$ cat src/hdl/bar_energy_phrase_scorer_unit_macros.svh
// Assertion macros for the bar energy phrase scorer.
// The macros expect clk_i and rst_ni in the scope where they are used.
`ifndef BAR_ENERGY_PHRASE_SCORER_UNIT_MACROS_SVH
`define BAR_ENERGY_PHRASE_SCORER_UNIT_MACROS_SVH

// The consequent must hold in the same cycle as the antecedent.
`define BEP_ASSERT_SAME(lbl, ante, cons, msg) \
  lbl: assert property (@(posedge clk_i) disable iff (!rst_ni) (ante) |-> (cons)) \
    else $error(msg);

// The consequent must hold in the cycle after the antecedent.
`define BEP_ASSERT_NEXT(lbl, ante, cons, msg) \
  lbl: assert property (@(posedge clk_i) disable iff (!rst_ni) (ante) |=> (cons)) \
    else $error(msg);

`endif

$ cat src/hdl/bep_pkg.sv
// Package of the bar energy phrase scorer: widths, constants, item types,
// controller states and the command and status structs. No dependencies.
`timescale 1ns / 1ps

package bep_pkg;

  localparam int SAMPLE_W    = 16;
  localparam int BAR_W       = 23;
  localparam int COUNT_W     = 22;
  localparam int SQ_W        = 53;
  localparam int ENERGY_W    = (SQ_W + 1) / 2;
  localparam int SQRT_RAD_W  = 2 * ENERGY_W;
  localparam int BAR_IDX_W   = 16;
  localparam int BARS_OUT_W  = 4;
  localparam int CONF_W      = 16;

  localparam logic [BAR_W-1:0]  BAR_SAMPLES_RESET = 23'd88200;
  localparam logic [BAR_W-1:0]  BAR_SAMPLES_MAX   = 23'd4194304;
  localparam logic [CONF_W-1:0] CONF_MIN          = 16'd9830;
  localparam logic [CONF_W-1:0] CONF_MAX          = 16'd32768;

  localparam int PHRASE_BARS_DEF = 8;
  localparam int WINDOW_BARS_DEF = 4;

  typedef struct packed {
    logic signed [SAMPLE_W-1:0] sample;
    logic                       last;
  } bep_in_t;

  typedef struct packed {
    logic [BAR_IDX_W-1:0]  phrase_start_bar;
    logic [BARS_OUT_W-1:0] phrase_bars;
    logic [CONF_W-1:0]     confidence;
  } bep_out_t;

  typedef enum logic [3:0] {
    S_IDLE,
    S_ACC,
    S_DIV_E,
    S_WAIT_E,
    S_SQRT,
    S_WAIT_S,
    S_BAR,
    S_PREP,
    S_DIV_C,
    S_WAIT_C,
    S_OUT,
    S_CLR
  } bep_state_e;

  typedef struct packed {
    logic capture;
    logic accumulate;
    logic div_start_e;
    logic div_start_c;
    logic sqrt_start;
    logic bar_update;
    logic conf_prep;
    logic out_load;
    logic track_clear;
  } bep_cmd_t;

  typedef struct packed {
    logic bar_end;
    logic last;
    logic has_bars;
    logic phrase_full;
    logic div_busy;
    logic sqrt_busy;
  } bep_sts_t;

endpackage

$ cat src/hdl/bep_div.sv
// Restoring divider, one quotient bit per cycle, shared by the bar energy
// and the confidence paths. Depends on bep_pkg.
`timescale 1ns / 1ps

module bep_div
  import bep_pkg::*;
(
  input  logic             clk_i,
  input  logic             rst_ni,
  input  logic             start_i,
  input  logic [SQ_W-1:0]  dividend_i,
  input  logic [BAR_W-1:0] divisor_i,
  output logic             busy_o,
  output logic [SQ_W-1:0]  quotient_o
);

  localparam int CNT_W = $clog2(SQ_W + 1);

  logic             busy_q, busy_d;
  logic [CNT_W-1:0] cnt_q, cnt_d;
  logic [SQ_W-1:0]  quo_q, quo_d;
  logic [BAR_W-1:0] rem_q, rem_d;
  logic [BAR_W-1:0] dvs_q, dvs_d;
  logic [BAR_W:0]   rem_sh;
  logic [BAR_W:0]   diff;

  always_comb begin
    rem_sh = {rem_q, quo_q[SQ_W-1]};
    diff   = rem_sh - {1'b0, dvs_q};
    busy_d = busy_q;
    cnt_d  = cnt_q;
    quo_d  = quo_q;
    rem_d  = rem_q;
    dvs_d  = dvs_q;
    if (start_i) begin
      busy_d = 1'b1;
      cnt_d  = CNT_W'(SQ_W);
      quo_d  = dividend_i;
      rem_d  = '0;
      dvs_d  = divisor_i;
    end else if (busy_q) begin
      if (rem_sh >= {1'b0, dvs_q}) begin
        rem_d = diff[BAR_W-1:0];
        quo_d = {quo_q[SQ_W-2:0], 1'b1};
      end else begin
        rem_d = rem_sh[BAR_W-1:0];
        quo_d = {quo_q[SQ_W-2:0], 1'b0};
      end
      cnt_d = cnt_q - 1'b1;
      if (cnt_q == CNT_W'(1)) begin
        busy_d = 1'b0;
      end
    end
  end

  always_ff @(posedge clk_i or negedge rst_ni) begin
    if (!rst_ni) begin
      busy_q <= 1'b0;
      cnt_q  <= '0;
    end else begin
      busy_q <= busy_d;
      cnt_q  <= cnt_d;
    end
  end

  always_ff @(posedge clk_i) begin
    quo_q <= quo_d;
    rem_q <= rem_d;
    dvs_q <= dvs_d;
  end

  assign busy_o     = busy_q;
  assign quotient_o = quo_q;

endmodule

$ cat src/hdl/bep_sqrt.sv
// Digit-by-digit integer square root, one root bit per cycle.
// Depends on bep_pkg.
`timescale 1ns / 1ps

module bep_sqrt
  import bep_pkg::*;
(
  input  logic                clk_i,
  input  logic                rst_ni,
  input  logic                start_i,
  input  logic [SQ_W-1:0]     radicand_i,
  output logic                busy_o,
  output logic [ENERGY_W-1:0] root_o
);

  localparam int CNT_W = $clog2(ENERGY_W + 1);
  localparam int REM_W = ENERGY_W + 3;

  logic                  busy_q, busy_d;
  logic [CNT_W-1:0]      cnt_q, cnt_d;
  logic [SQRT_RAD_W-1:0] rad_q, rad_d;
  logic [REM_W-1:0]      rem_q, rem_d;
  logic [ENERGY_W-1:0]   root_q, root_d;
  logic [REM_W-1:0]      rem_sh;
  logic [REM_W-1:0]      trial;

  always_comb begin
    rem_sh = {rem_q[REM_W-3:0], rad_q[SQRT_RAD_W-1 -: 2]};
    trial  = {1'b0, root_q, 2'b01};
    busy_d = busy_q;
    cnt_d  = cnt_q;
    rad_d  = rad_q;
    rem_d  = rem_q;
    root_d = root_q;
    if (start_i) begin
      busy_d = 1'b1;
      cnt_d  = CNT_W'(ENERGY_W);
      rad_d  = SQRT_RAD_W'(radicand_i);
      rem_d  = '0;
      root_d = '0;
    end else if (busy_q) begin
      rad_d = {rad_q[SQRT_RAD_W-3:0], 2'b00};
      if (rem_sh >= trial) begin
        rem_d  = rem_sh - trial;
        root_d = {root_q[ENERGY_W-2:0], 1'b1};
      end else begin
        rem_d  = rem_sh;
        root_d = {root_q[ENERGY_W-2:0], 1'b0};
      end
      cnt_d = cnt_q - 1'b1;
      if (cnt_q == CNT_W'(1)) begin
        busy_d = 1'b0;
      end
    end
  end

  always_ff @(posedge clk_i or negedge rst_ni) begin
    if (!rst_ni) begin
      busy_q <= 1'b0;
      cnt_q  <= '0;
    end else begin
      busy_q <= busy_d;
      cnt_q  <= cnt_d;
    end
  end

  always_ff @(posedge clk_i) begin
    rad_q  <= rad_d;
    rem_q  <= rem_d;
    root_q <= root_d;
  end

  assign busy_o = busy_q;
  assign root_o = root_q;

endmodule

$ cat src/hdl/bep_datapath.sv
// Datapath of the bar energy phrase scorer: bar accumulator, window sums,
// confidence operands and result register. Uses bep_pkg, bep_div, bep_sqrt.
`timescale 1ns / 1ps

module bep_datapath
  import bep_pkg::*;
#(
  parameter int PHRASE_BARS = PHRASE_BARS_DEF,
  parameter int WINDOW_BARS = WINDOW_BARS_DEF
) (
  input  logic             clk_i,
  input  logic             rst_ni,
  input  logic             cfg_we_i,
  input  logic [BAR_W-1:0] cfg_wdata_i,
  input  bep_in_t          in_data_i,
  input  bep_cmd_t         cmd_i,
  output bep_sts_t         sts_o,
  output bep_out_t         out_data_o
);

  localparam int SUM_W  = ENERGY_W + $clog2(WINDOW_BARS);
  localparam int CNT_W  = $clog2(WINDOW_BARS + 1);
  localparam int POS_W  = (WINDOW_BARS > 1) ? $clog2(WINDOW_BARS) : 1;
  localparam int BARS_W = $clog2(PHRASE_BARS + 1);
  localparam int PROD_W = SUM_W + CNT_W;
  localparam int NUM_W  = PROD_W + 4;
  localparam int DEN_W  = 2 * CNT_W;

  logic [BAR_W-1:0]           bar_samples_q;
  logic signed [SAMPLE_W-1:0] sample_q;
  logic                       last_q;
  logic [COUNT_W-1:0]         count_q;
  logic [SQ_W-1:0]            sqsum_q;
  logic [BAR_IDX_W-1:0]       bar_index_q;
  logic [BARS_W-1:0]          bars_q;
  logic [SUM_W-1:0]           before_sum_q;
  logic [CNT_W-1:0]           before_cnt_q;
  logic [SUM_W-1:0]           early_sum_q;
  logic [SUM_W-1:0]           late_sum_q;
  logic [CNT_W-1:0]           hist_cnt_q;
  logic [POS_W-1:0]           hist_pos_q;
  logic [ENERGY_W-1:0]        hist_q [WINDOW_BARS];
  logic [NUM_W-1:0]           conf_num_q;
  logic [DEN_W-1:0]           conf_den_q;
  bep_out_t                   out_q;

  logic [BAR_W-1:0]       cfg_val;
  logic signed [31:0]     square;
  logic [BAR_W-1:0]       count_inc;
  logic                   div_start;
  logic [SQ_W-1:0]        div_dividend;
  logic [BAR_W-1:0]       div_divisor;
  logic                   div_busy;
  logic [SQ_W-1:0]        div_quot;
  logic                   sqrt_busy;
  logic [ENERGY_W-1:0]    energy;
  logic                   win_open;
  logic                   hist_full;
  logic [SUM_W-1:0]       early_base;
  logic [CNT_W-1:0]       ce;
  logic [CNT_W-1:0]       cb;
  logic [PROD_W-1:0]      prod_a;
  logic [PROD_W-1:0]      prod_b;
  logic [PROD_W-1:0]      num;
  logic [CONF_W-1:0]      conf;

  always_comb begin
    cfg_val = cfg_wdata_i;
    if (cfg_wdata_i == '0) begin
      cfg_val = BAR_W'(1);
    end else if (cfg_wdata_i > BAR_SAMPLES_MAX) begin
      cfg_val = BAR_SAMPLES_MAX;
    end
  end

  assign square    = sample_q * sample_q;
  assign count_inc = {1'b0, count_q} + 1'b1;

  assign div_start    = cmd_i.div_start_e | cmd_i.div_start_c;
  assign div_dividend = cmd_i.div_start_c ? SQ_W'(conf_num_q) : sqsum_q;
  assign div_divisor  = cmd_i.div_start_c ? BAR_W'(conf_den_q) : bar_samples_q;

  bep_div u_div (
    .clk_i      (clk_i),
    .rst_ni     (rst_ni),
    .start_i    (div_start),
    .dividend_i (div_dividend),
    .divisor_i  (div_divisor),
    .busy_o     (div_busy),
    .quotient_o (div_quot)
  );

  bep_sqrt u_sqrt (
    .clk_i      (clk_i),
    .rst_ni     (rst_ni),
    .start_i    (cmd_i.sqrt_start),
    .radicand_i (div_quot),
    .busy_o     (sqrt_busy),
    .root_o     (energy)
  );

  assign win_open   = int'(bars_q) < WINDOW_BARS;
  assign hist_full  = int'(hist_cnt_q) >= WINDOW_BARS;
  assign early_base = (bars_q == '0) ? '0 : early_sum_q;

  always_comb begin
    ce     = win_open ? CNT_W'(bars_q) : CNT_W'(WINDOW_BARS);
    cb     = (before_cnt_q == '0) ? CNT_W'(1) : before_cnt_q;
    prod_a = PROD_W'(early_sum_q) * PROD_W'(cb);
    prod_b = PROD_W'(before_sum_q) * PROD_W'(ce);
    num    = (prod_a > prod_b) ? (prod_a - prod_b) : (prod_b - prod_a);
  end

  always_comb begin
    if (div_quot < SQ_W'(CONF_MIN)) begin
      conf = CONF_MIN;
    end else if (div_quot > SQ_W'(CONF_MAX)) begin
      conf = CONF_MAX;
    end else begin
      conf = div_quot[CONF_W-1:0];
    end
  end

  always_ff @(posedge clk_i or negedge rst_ni) begin
    if (!rst_ni) begin
      bar_samples_q <= BAR_SAMPLES_RESET;
      count_q       <= '0;
      sqsum_q       <= '0;
      bar_index_q   <= '0;
      bars_q        <= '0;
      before_sum_q  <= '0;
      before_cnt_q  <= '0;
      early_sum_q   <= '0;
      late_sum_q    <= '0;
      hist_cnt_q    <= '0;
      hist_pos_q    <= '0;
    end else begin
      if (cfg_we_i) begin
        bar_samples_q <= cfg_val;
      end
      if (cmd_i.track_clear) begin
        count_q      <= '0;
        sqsum_q      <= '0;
        bar_index_q  <= '0;
        bars_q       <= '0;
        before_sum_q <= '0;
        before_cnt_q <= '0;
        early_sum_q  <= '0;
        late_sum_q   <= '0;
        hist_cnt_q   <= '0;
        hist_pos_q   <= '0;
      end else begin
        if (cmd_i.accumulate) begin
          sqsum_q <= sqsum_q + SQ_W'($unsigned(square));
          count_q <= (count_inc >= bar_samples_q) ? '0 : count_inc[COUNT_W-1:0];
        end
        if (cmd_i.div_start_e) begin
          sqsum_q <= '0;
        end
        if (cmd_i.bar_update) begin
          if (bars_q == '0) begin
            before_sum_q <= late_sum_q;
            before_cnt_q <= hist_cnt_q;
          end
          early_sum_q <= win_open ? (early_base + SUM_W'(energy)) : early_base;
          if (hist_full) begin
            late_sum_q <= late_sum_q - SUM_W'(hist_q[hist_pos_q]) + SUM_W'(energy);
          end else begin
            late_sum_q <= late_sum_q + SUM_W'(energy);
            hist_cnt_q <= hist_cnt_q + 1'b1;
          end
          hist_pos_q  <= (hist_pos_q == POS_W'(WINDOW_BARS - 1)) ? '0 : hist_pos_q + 1'b1;
          bars_q      <= bars_q + 1'b1;
          bar_index_q <= bar_index_q + 1'b1;
        end
        if (cmd_i.out_load) begin
          bars_q <= '0;
        end
      end
    end
  end

  always_ff @(posedge clk_i) begin
    if (cmd_i.capture) begin
      sample_q <= in_data_i.sample;
      last_q   <= in_data_i.last;
    end
    if (cmd_i.bar_update) begin
      hist_q[hist_pos_q] <= energy;
    end
    if (cmd_i.conf_prep) begin
      conf_num_q <= (NUM_W'(num) << 3) + (NUM_W'(num) << 1);
      conf_den_q <= DEN_W'(ce) * DEN_W'(cb);
    end
    if (cmd_i.out_load) begin
      out_q.phrase_start_bar <= bar_index_q - BAR_IDX_W'(bars_q);
      out_q.phrase_bars      <= BARS_OUT_W'(bars_q);
      out_q.confidence       <= conf;
    end
  end

  always_comb begin
    sts_o.bar_end     = count_inc >= bar_samples_q;
    sts_o.last        = last_q;
    sts_o.has_bars    = bars_q != '0;
    sts_o.phrase_full = (int'(bars_q) + 1) >= PHRASE_BARS;
    sts_o.div_busy    = div_busy;
    sts_o.sqrt_busy   = sqrt_busy;
  end

  assign out_data_o = out_q;

endmodule

$ cat src/hdl/bep_ctrl.sv
// Controller of the bar energy phrase scorer: sequences sample intake, bar
// close, phrase emit and the result valid flag. Depends on bep_pkg and bar_energy_phrase_scorer_unit_macros.svh.
`timescale 1ns / 1ps
`include "bar_energy_phrase_scorer_unit_macros.svh"

module bep_ctrl
  import bep_pkg::*;
(
  input  logic     clk_i,
  input  logic     rst_ni,
  input  logic     in_valid_i,
  output logic     in_stall_o,
  output logic     out_valid_o,
  input  logic     out_stall_i,
  input  bep_sts_t sts_i,
  output bep_cmd_t cmd_o
);

  bep_state_e state_q, state_d;
  logic       out_valid_q, out_valid_d;
  logic       out_free;
  logic       accept;

  assign out_free = !out_valid_q || !out_stall_i;
  assign accept   = in_valid_i && !in_stall_o;

  always_comb begin
    state_d = state_q;
    unique case (state_q)
      S_IDLE: begin
        if (in_valid_i) begin
          state_d = S_ACC;
        end
      end
      S_ACC: begin
        priority if (sts_i.bar_end) begin
          state_d = S_DIV_E;
        end else if (sts_i.last && sts_i.has_bars) begin
          state_d = S_PREP;
        end else if (sts_i.last) begin
          state_d = S_CLR;
        end else begin
          state_d = S_IDLE;
        end
      end
      S_DIV_E: state_d = S_WAIT_E;
      S_WAIT_E: begin
        if (!sts_i.div_busy) begin
          state_d = S_SQRT;
        end
      end
      S_SQRT: state_d = S_WAIT_S;
      S_WAIT_S: begin
        if (!sts_i.sqrt_busy) begin
          state_d = S_BAR;
        end
      end
      S_BAR: begin
        if (sts_i.phrase_full || sts_i.last) begin
          state_d = S_PREP;
        end else begin
          state_d = S_IDLE;
        end
      end
      S_PREP: state_d = S_DIV_C;
      S_DIV_C: state_d = S_WAIT_C;
      S_WAIT_C: begin
        if (!sts_i.div_busy) begin
          state_d = S_OUT;
        end
      end
      S_OUT: begin
        if (out_free) begin
          state_d = S_IDLE;
        end
      end
      S_CLR: state_d = S_IDLE;
      default: state_d = S_IDLE;
    endcase
  end

  always_comb begin
    cmd_o      = '0;
    in_stall_o = 1'b1;
    unique case (state_q)
      S_IDLE: begin
        in_stall_o    = 1'b0;
        cmd_o.capture = 1'b1;
      end
      S_ACC:   cmd_o.accumulate  = 1'b1;
      S_DIV_E: cmd_o.div_start_e = 1'b1;
      S_SQRT:  cmd_o.sqrt_start  = 1'b1;
      S_BAR:   cmd_o.bar_update  = 1'b1;
      S_PREP:  cmd_o.conf_prep   = 1'b1;
      S_DIV_C: cmd_o.div_start_c = 1'b1;
      S_OUT: begin
        if (out_free) begin
          cmd_o.out_load    = 1'b1;
          cmd_o.track_clear = sts_i.last;
        end
      end
      S_CLR:   cmd_o.track_clear = 1'b1;
      S_WAIT_E, S_WAIT_S, S_WAIT_C: begin
        cmd_o = '0;
      end
      default: cmd_o = '0;
    endcase
  end

  always_comb begin
    out_valid_d = out_valid_q;
    if (cmd_o.out_load) begin
      out_valid_d = 1'b1;
    end else if (!out_stall_i) begin
      out_valid_d = 1'b0;
    end
  end

  always_ff @(posedge clk_i or negedge rst_ni) begin
    if (!rst_ni) begin
      state_q     <= S_IDLE;
      out_valid_q <= 1'b0;
    end else begin
      state_q     <= state_d;
      out_valid_q <= out_valid_d;
    end
  end

  assign out_valid_o = out_valid_q;

  `BEP_ASSERT_SAME(a_load_into_free_slot, cmd_o.out_load, !out_valid_q || !out_stall_i, "result overwritten while stalled")
  `BEP_ASSERT_NEXT(a_accept_then_acc, accept, state_q == S_ACC, "accepted item not accumulated")
  `BEP_ASSERT_SAME(a_div_start_idle, cmd_o.div_start_e || cmd_o.div_start_c, !sts_i.div_busy, "divider started while busy")
  `BEP_ASSERT_NEXT(a_clear_then_idle, cmd_o.track_clear, state_q == S_IDLE, "track clear not followed by idle")

endmodule

$ cat src/hdl/bar_energy_phrase_scorer_unit.sv
// Each sample item is captured at intake, then accumulated; no new item is taken
// before it is accumulated. A bar close runs the 53-step shared divider, then the 27-step root.
// An emitted phrase then prepares the confidence operands and divides on the same
// divider; the result then sits in the output register until taken.
// Reset: track state clears at once, bar_samples returns to 88200, no clear pass.
// Top level of the bar energy phrase scorer; uses bep_pkg, bep_ctrl, bep_datapath.
`timescale 1ns / 1ps

module bar_energy_phrase_scorer_unit
  import bep_pkg::*;
#(
  parameter int PHRASE_BARS = PHRASE_BARS_DEF,
  parameter int WINDOW_BARS = WINDOW_BARS_DEF
) (
  input  logic             clk_i,
  input  logic             rst_ni,
  input  logic             cfg_we_i,
  input  logic [BAR_W-1:0] cfg_wdata_i,
  input  logic             in_valid_i,
  output logic             in_stall_o,
  input  bep_in_t          in_data_i,
  output logic             out_valid_o,
  input  logic             out_stall_i,
  output bep_out_t         out_data_o
);

  bep_cmd_t cmd;
  bep_sts_t sts;

  bep_ctrl u_ctrl (
    .clk_i       (clk_i),
    .rst_ni      (rst_ni),
    .in_valid_i  (in_valid_i),
    .in_stall_o  (in_stall_o),
    .out_valid_o (out_valid_o),
    .out_stall_i (out_stall_i),
    .sts_i       (sts),
    .cmd_o       (cmd)
  );

  bep_datapath #(
    .PHRASE_BARS (PHRASE_BARS),
    .WINDOW_BARS (WINDOW_BARS)
  ) u_datapath (
    .clk_i       (clk_i),
    .rst_ni      (rst_ni),
    .cfg_we_i    (cfg_we_i),
    .cfg_wdata_i (cfg_wdata_i),
    .in_data_i   (in_data_i),
    .cmd_i       (cmd),
    .sts_o       (sts),
    .out_data_o  (out_data_o)
  );

endmodule

$ cat config.mk
export PLATFORM = sky130hd
export DESIGN_NAME = bar_energy_phrase_scorer_unit
export DESIGN_NICKNAME = d
export VERILOG_FILES = /design/src/hdl/bep_pkg.sv /design/src/hdl/bep_div.sv /design/src/hdl/bep_sqrt.sv /design/src/hdl/bep_datapath.sv /design/src/hdl/bep_ctrl.sv /design/src/hdl/bar_energy_phrase_scorer_unit.sv
export VERILOG_INCLUDE_DIRS = /design/src /design/src/hdl
export SDC_FILE = /design/constraint.sdc
export NUM_CORES = 2
export LEC_CHECK = 0
export BUFFER_PORTS_ARGS = -buffer_cell sky130_fd_sc_hd__buf_4
export CELL_PAD_IN_SITES_DETAIL_PLACEMENT = 1
export CELL_PAD_IN_SITES_GLOBAL_PLACEMENT = 2
export CORE_MARGIN = 2
export CORE_UTILIZATION = 38
export DETAILED_ROUTE_END_ITERATION = 12
export PLACE_DENSITY_LB_ADDON = 0.1
export RECOVER_POWER = 25
export SLEW_MARGIN = 20
export SYNTH_ARGS = -nofsm -noshare
export SYNTH_HDL_FRONTEND = slang
export SYNTH_HIERARCHICAL = 1
export SYNTH_SLANG_ARGS = --single-unit
$ cat constraint.sdc
create_clock -name clk_i -period 9.2 [get_ports clk_i]
set_input_delay 0.46 -clock clk_i [delete_from_list [all_inputs] [get_ports clk_i]]
set_output_delay 0.46 -clock clk_i [all_outputs]
set_load 0.005 [all_outputs]
Word-level counts from Yosys, hierarchy flattened
Memory sizes are Yosys's and may differ from the RTL's.
Cells that the tools add are included.
- memories kept: 1
- bits in registers: 534
- input port bits: 45
- bits in writable memories: 108
- bitwise operators: 1
- equality and inequality tests: 21
- $mul: 4
- reduce and logical (&&, ||, !) cells: 21
- add/subtract/negate cells: 19
- $lt $le $gt $ge: 10
- mux-type cells: 81
- memories (name ; words ; bits a word ; rd ports ; clocked after memory_dff ; wr ports ; RTL line ; RTL):
    u_datapath.hist_q ; 4 ; 27 ; 1 ; 0 ; 1 ; bep_datapath.sv:42 ; logic [ENERGY_W-1:0] hist_q [WINDOW_BARS];
- operators by type and width (operator ; number):
    $mux W53 ; 8
    $mux W29 ; 10
    $add A29 B27 Y29 ; 3
    $mux W23 ; 3
    $mux W22 ; 3
    $mul A29 B3 Y32 ; 2
    $sub A32 B32 Y32 ; 2
    $add A53 B32 Y53 ; 1
    $gt A53 B16 Y1 const B ; 1
    $lt A53 B14 Y1 const B ; 1
    $mux W16 ; 3
    $mux W4 ; 11
    $pmux W4 S11 ; 1
    $add A35 B33 Y36 ; 1
    $ge A32 B5 Y1 const B ; 1
    $gt A32 B32 Y1 ; 1
    $mul A16 B16 Y32 ; 1
    $mux W32 ; 1
    $ge A30 B29 Y1 ; 1
    $sub A29 B27 Y29 ; 1
    $mux W28 ; 1
    $sub A28 B28 Y28 ; 1
    $mux W3 ; 9
    $ge A24 B23 Y1 ; 1
    other kinds (42) ; 89

Depth between registers and ports, before layout
- depth in word-level cells: 6
- depth in mapped cells: 45

Cells and area by module
Netlist, hierarchy kept.
- by module, submodules not included (module ; cells each ; instances ; area each (µm²) ; sequential area each (µm²)):
    bep_datapath ; 4819 ; 1 ; 43329.1 ; 11403.4
    bep_sqrt ; 616 ; 1 ; 6448.7 ; 2862.7
    bep_div ; 489 ; 1 ; 5679.2 ; 2917.8
    bep_ctrl ; 56 ; 1 ; 479.2 ; 125.1

Least setup slack after synthesis
No wires, ideal clock.
- path kind: register to register
- start point: register u_datapath.before_cnt_q[1]
- end point: register u_datapath.conf_num_q[33] (data pin)
- setup slack: -265 ps
- period minus slack after synthesis: 9465 ps
- cell stages (with the launch flop): 43
- arrival: 9202 ps
- setup time: 262 ps
- buffers on the path: 4
- path through: dfrtp_1 clkbuf_1 o21bai_1 clkbuf_1 nand2_1 fa_1 inv_1 ha_1 fa_1 a211oi_1 nor2_1 o311ai_1 o2bb2ai_1 or4_1 o21ai_1 o2111a_1 or3_4 o21ai_1 [7 not listed] buf_2 buf_2 mux2i_1 xor2_1 ha_1 inv_1 fa_1 nor2b_1 o21ai_0 a21boi_0 o221ai_1 o31ai_1 a21oi_1 a311oi_1 nand4_1 nand3b_1 o21ai_0 xnor2_1
- word-level cells in the longest chain between the ends: 6
- ends and longest elaborated chain (what ; RTL line ; RTL):
    start: declaration ; bep_datapath.sv:37 ; logic [CNT_W-1:0] before_cnt_q;
    start signal: assignment ; bep_datapath.sv:163 ; before_cnt_q <= hist_cnt_q;
    $logic_not A3 Y1 ; bep_datapath.sv:108 ; cb = (before_cnt_q == '0) ? CNT_W'(1) : before_cnt_q;
    $mux W3 (*) ; bep_datapath.sv:108 ;
    $mul A29 B3 Y32 (*) ; bep_datapath.sv:109 ; prod_a = PROD_W'(early_sum_q) * PROD_W'(cb);
    $sub A32 B32 Y32 / $gt A32 B32 Y1 (equally long branches) ; bep_datapath.sv:111 ; num = (prod_a > prod_b) ? (prod_a - prod_b) : (prod_b - prod_a);
    $mux W32 (*) ; bep_datapath.sv:111 ;
    $add A35 B33 Y36 (*) ; bep_datapath.sv:192 ; conf_num_q <= (NUM_W'(num) << 3) + (NUM_W'(num) << 1);
    end signal: assignment ; bep_datapath.sv:192 ;
    end: declaration ; bep_datapath.sv:43 ; logic [NUM_W-1:0] conf_num_q;
Every way passes the cells marked *; elsewhere a longest branch is shown, timed or not.
A chain may end at the register's enable or synchronous reset.

Final worst setup path
- start point: register u_datapath.bars_q[2]
- end point: register u_datapath.conf_num_q[31] (data pin)
- word-level cells in the longest chain between the ends: 6
- ends and longest elaborated chain (what ; RTL line ; RTL):
    start: declaration ; bep_datapath.sv:35 ; logic [BARS_W-1:0] bars_q;
    start signal: assignment ; bep_datapath.sv:173 ; bars_q <= bars_q + 1'b1;
    $lt A4 B3 Y1 ; bep_datapath.sv:102 ; assign win_open = int'(bars_q) < WINDOW_BARS;
    $mux W3 (*) ; bep_datapath.sv:107 ; ce = win_open ? CNT_W'(bars_q) : CNT_W'(WINDOW_BARS);
    $mul A29 B3 Y32 (*) ; bep_datapath.sv:110 ; prod_b = PROD_W'(before_sum_q) * PROD_W'(ce);
    $sub A32 B32 Y32 / $gt A32 B32 Y1 (equally long branches) ; bep_datapath.sv:111 ;
    $mux W32 (*) ; bep_datapath.sv:111 ;
    $add A35 B33 Y36 (*) ; bep_datapath.sv:192 ;
Marks and branches as above.

==> impl_metrics.toml <==
[yosys]
synth-seq-cells = 641
ys_warn_count = 6
synth-edff-count = 331
syn_nets = 6813
ys.flop_type = "edfxtp_1"
netlist_area_sq_mm = 0.0559
seq_area_frac_synth_pct = 30.9
syn_area_per_cell_sq_um = 9.35
synth_async_sr_flop_share_pct = 36.0
ys_types = 124
syn_inst = 5980

[sta]
fin_crit_sh_pct = 95.3
maxSlewHeadroom_pct = -164
hold_viol = 0
setup_viol = 0
finalCriticalPeriod_ns = 8.77
fin_skew_ns = 0.0356
layout_setup_ws_ns = 0.428
finalMaxSlewViolations = 236
holdWs_ns = 0.0634
fmax_ghz = 0.114
tightest_slew_ns = 3.96

[clock_network]
tritoncts.num_buffers = 82
htreeDepth = 3
clock-root-buffer = "clkbuf_16"
cts_sinks = 641
clk-insertion-delay-late_ns = 0.69
clk_path_buf_depth = 3
cts_tree = "done"
clk_pin_slew_ns = 0.06

[critical_path]
crit_type = "flip-flop to flip-flop"
cp_slowest_cell = "or4b_4"
r2r-end = "u_datapath/conf_num_q[31]"
crit_required_ns = 9.64
rrSetupSlack_ns = 0.43
max_stage_delay_ns = 0.56
reg2reg_depth = 43
cpMostUsedCell = "buf_4"
worstPathArrival_ns = 9.21
cp-start-kind = "flip-flop"
end_kind = "flip-flop"
reg2reg_from = "u_datapath/bars_q[2]"
crit_fanout = 20

[min_path]
holdPathEnd = "u_datapath/bar_samples_q[7]"
hold_class = "primary input to flip-flop"
holdPathStages = 3
worst_hold_startpoint = "cfg_wdata_i[7]"

[die]
ios = 83
start_util_pct = 38.3
die_area_sq_mm = 0.150
die_y_microns = 388
fp-row-count = 140
dieWidth_microns = 388
core-area_sq_mm = 0.146

[layout]
drive_above_1_share_pct = 12.0
finalNonFillerCells = 8214
area_delta_synth_final_pct = 13.3
nets = 7061
fill_cells = 16700

[routing]
via_count = 43600
drc_errors = 0
wl_mm = 172
first_iter_violations = 2125
firstDrtPassIters = 5
drtAntennaViolNets = 0
avgViaCountPerCell = 5.31
avgRoutedWirePerCell_microns = 21.0

[job]
drv_cap = 3

[global_routing]
grt_overflow = 0
grt_max_degree = 122
grt_pass1_vias = 46300
grt_pass1_wl_mm = 270
antenna_found_initial = 4
grt_usage_pct = 22.8

[placed_design]
dp_hpwl_mm = 134
post-place-ws_ns = -0.119
io_buffer_count = 82
place_inst = 7999
place_congestion = 0.866

[outcome]
violations = "capacitance limit, slew limit"
status = "finished, violations left"
## worst max-delay path: cells and delay by family (launching register included)
kind	cells	cell delay, ns
compound gates	15	3.00
simple gates	12	2.20
mux	1	0.09
buf+inv	7	0.81
flops	1	0.37
fa+ha+maj	5	1.66
xor+xnor	3	0.39
## stage by stage
stage	cell area, sq um	utilization (%)	TNS, ns
final	63400	43.4	0
after global routing	63400	43.4	-0.334
after CTS	63000	43.2	0
after detailed placement	59900	41.1	-0.492
after global placement	59900	41.1	-0.0289
after floorplan	56000	-	0
## kinds of logic (layout without fill, tap and decap cells)
kind of cell / after synthesis / count (layout) / share of synthesized area, %
other: 0 / 1 / 0
AND/OR/NAND/NOR: 1686 / 1686 / 14.3
adder cells (fa/ha/maj): 789 / 789 / 22.1
AO/OA/AOI/OAI: 1229 / 1229 / 14.4
flip-flops: 641 / 641 / 30.9
XOR/XNOR: 362 / 362 / 5.68
multiplexers: 263 / 263 / 5.64
buffers and inverters: 1010 / 1326 / 6.95
## worst max-delay path by stage
stage	slack [ns]	to	start
finish	0.43	u_datapath/conf_num_q[31]	u_datapath/bars_q[2]
global route	-0.09	u_datapath/conf_num_q[33]	u_datapath/bars_q[3]
CTS	0.02	u_datapath/conf_num_q[34]	u_datapath/before_cnt_q[1]
detailed placement	-0.12	u_datapath/conf_num_q[32]	u_datapath/bars_q[3]
global placement	-0.03	u_datapath/conf_num_q[34]	u_datapath/bars_q[2]
floorplan	0.01	u_datapath/conf_num_q[33]	u_datapath/before_cnt_q[1]
## layout make-up
type,count,area (sq um),share of cell area (%)
clock inverters,45,487,0.768
diodes,1,2.50,0.00395
multi-input cells,4329,35100,55.4
clock buffers,107,2170,3.42
well taps,1917,2400,3.78
flip-flops and latches,641,17300,27.3
inverters,791,2970,4.68
repair buffers,383,2970,4.68
## cell usage in the layout, fill, tap and decap left out, types with 145 or more instances in the layout
cell        n
edfxtp_1  331
buf_4     277
a21o_1    145
xnor2_1   233
a21oi_1   374
ha_1      454
inv_1     785
nor2_1    441
dfrtp_1   223
nand2_1   589
o21ai_0   200
fa_1      329
## synth_stat cells (all sizes together) (27+ instances only)
library cell / number / share of area (%)
nor2: 449 / 3.0
mux2i: 91 / 1.6
o21a: 62 / 0.83
fa: 331 / 12
nand2: 593 / 4.0
nor4: 29 / 0.32
dfxtp: 79 / 2.8
mux4: 27 / 1.1
nand3: 83 / 0.74
inv: 788 / 5.3
mux2: 145 / 2.9
a211oi: 87 / 1.2
or3: 34 / 0.39
nand4: 46 / 0.54
nor2b: 75 / 0.87
a21oi: 389 / 3.5
a31oi: 33 / 0.37
clkbuf: 166 / 1.1
and3: 42 / 0.48
o21bai: 52 / 0.70
a21o: 145 / 1.9
and2: 112 / 1.3
xnor2: 233 / 3.6
ha: 457 / 10
dfrtp: 225 / 10
o21ai: 229 / 2.1
nor3: 80 / 0.74
xor2: 129 / 2.0
nand2b: 54 / 0.60
edfxtp: 331 / 18
buf: 53 / 0.53
## flip-flops by register name (all words and copies together) (netlist names), 27 cells and up
signal / count
u_datapath/out_data_o: 36
u_datapath/late_sum_q: 29
u_datapath/u_sqrt/rad_q: 54
u_datapath/u_sqrt/rem_q: 28
u_datapath/early_sum_q: 29
u_datapath/conf_num_q: 35
u_datapath/hist_q: 108
u_datapath/u_sqrt/root_o: 27
u_datapath/u_div/quotient_o: 53
u_datapath/sqsum_q: 53
u_datapath/before_sum_q: 29
## what timing repair did
item                                    4_1_cts  5_1_grt
endpoints found under the setup margin        6       38
gates cloned                                  0        2
hold buffers                                 38        0
buffers inserted                              0       22
pin swaps                                     1       30
endpoints found under the hold margin        91        0
gates resized for setup                       5       74
## routing by layer
layer	up-vias	GRT usage, %	share of wire (%)
li1	20900	-	-
met2	449	38.2	47
met1	22100	31.6	48
met3	176	2.14	2.3
met5	-	0	0
met4	0	5.45	2.3
Power is left out: the tool's default activity adds up to more than one toggle a clock period on the data nets, which glitch-free logic cannot reach.
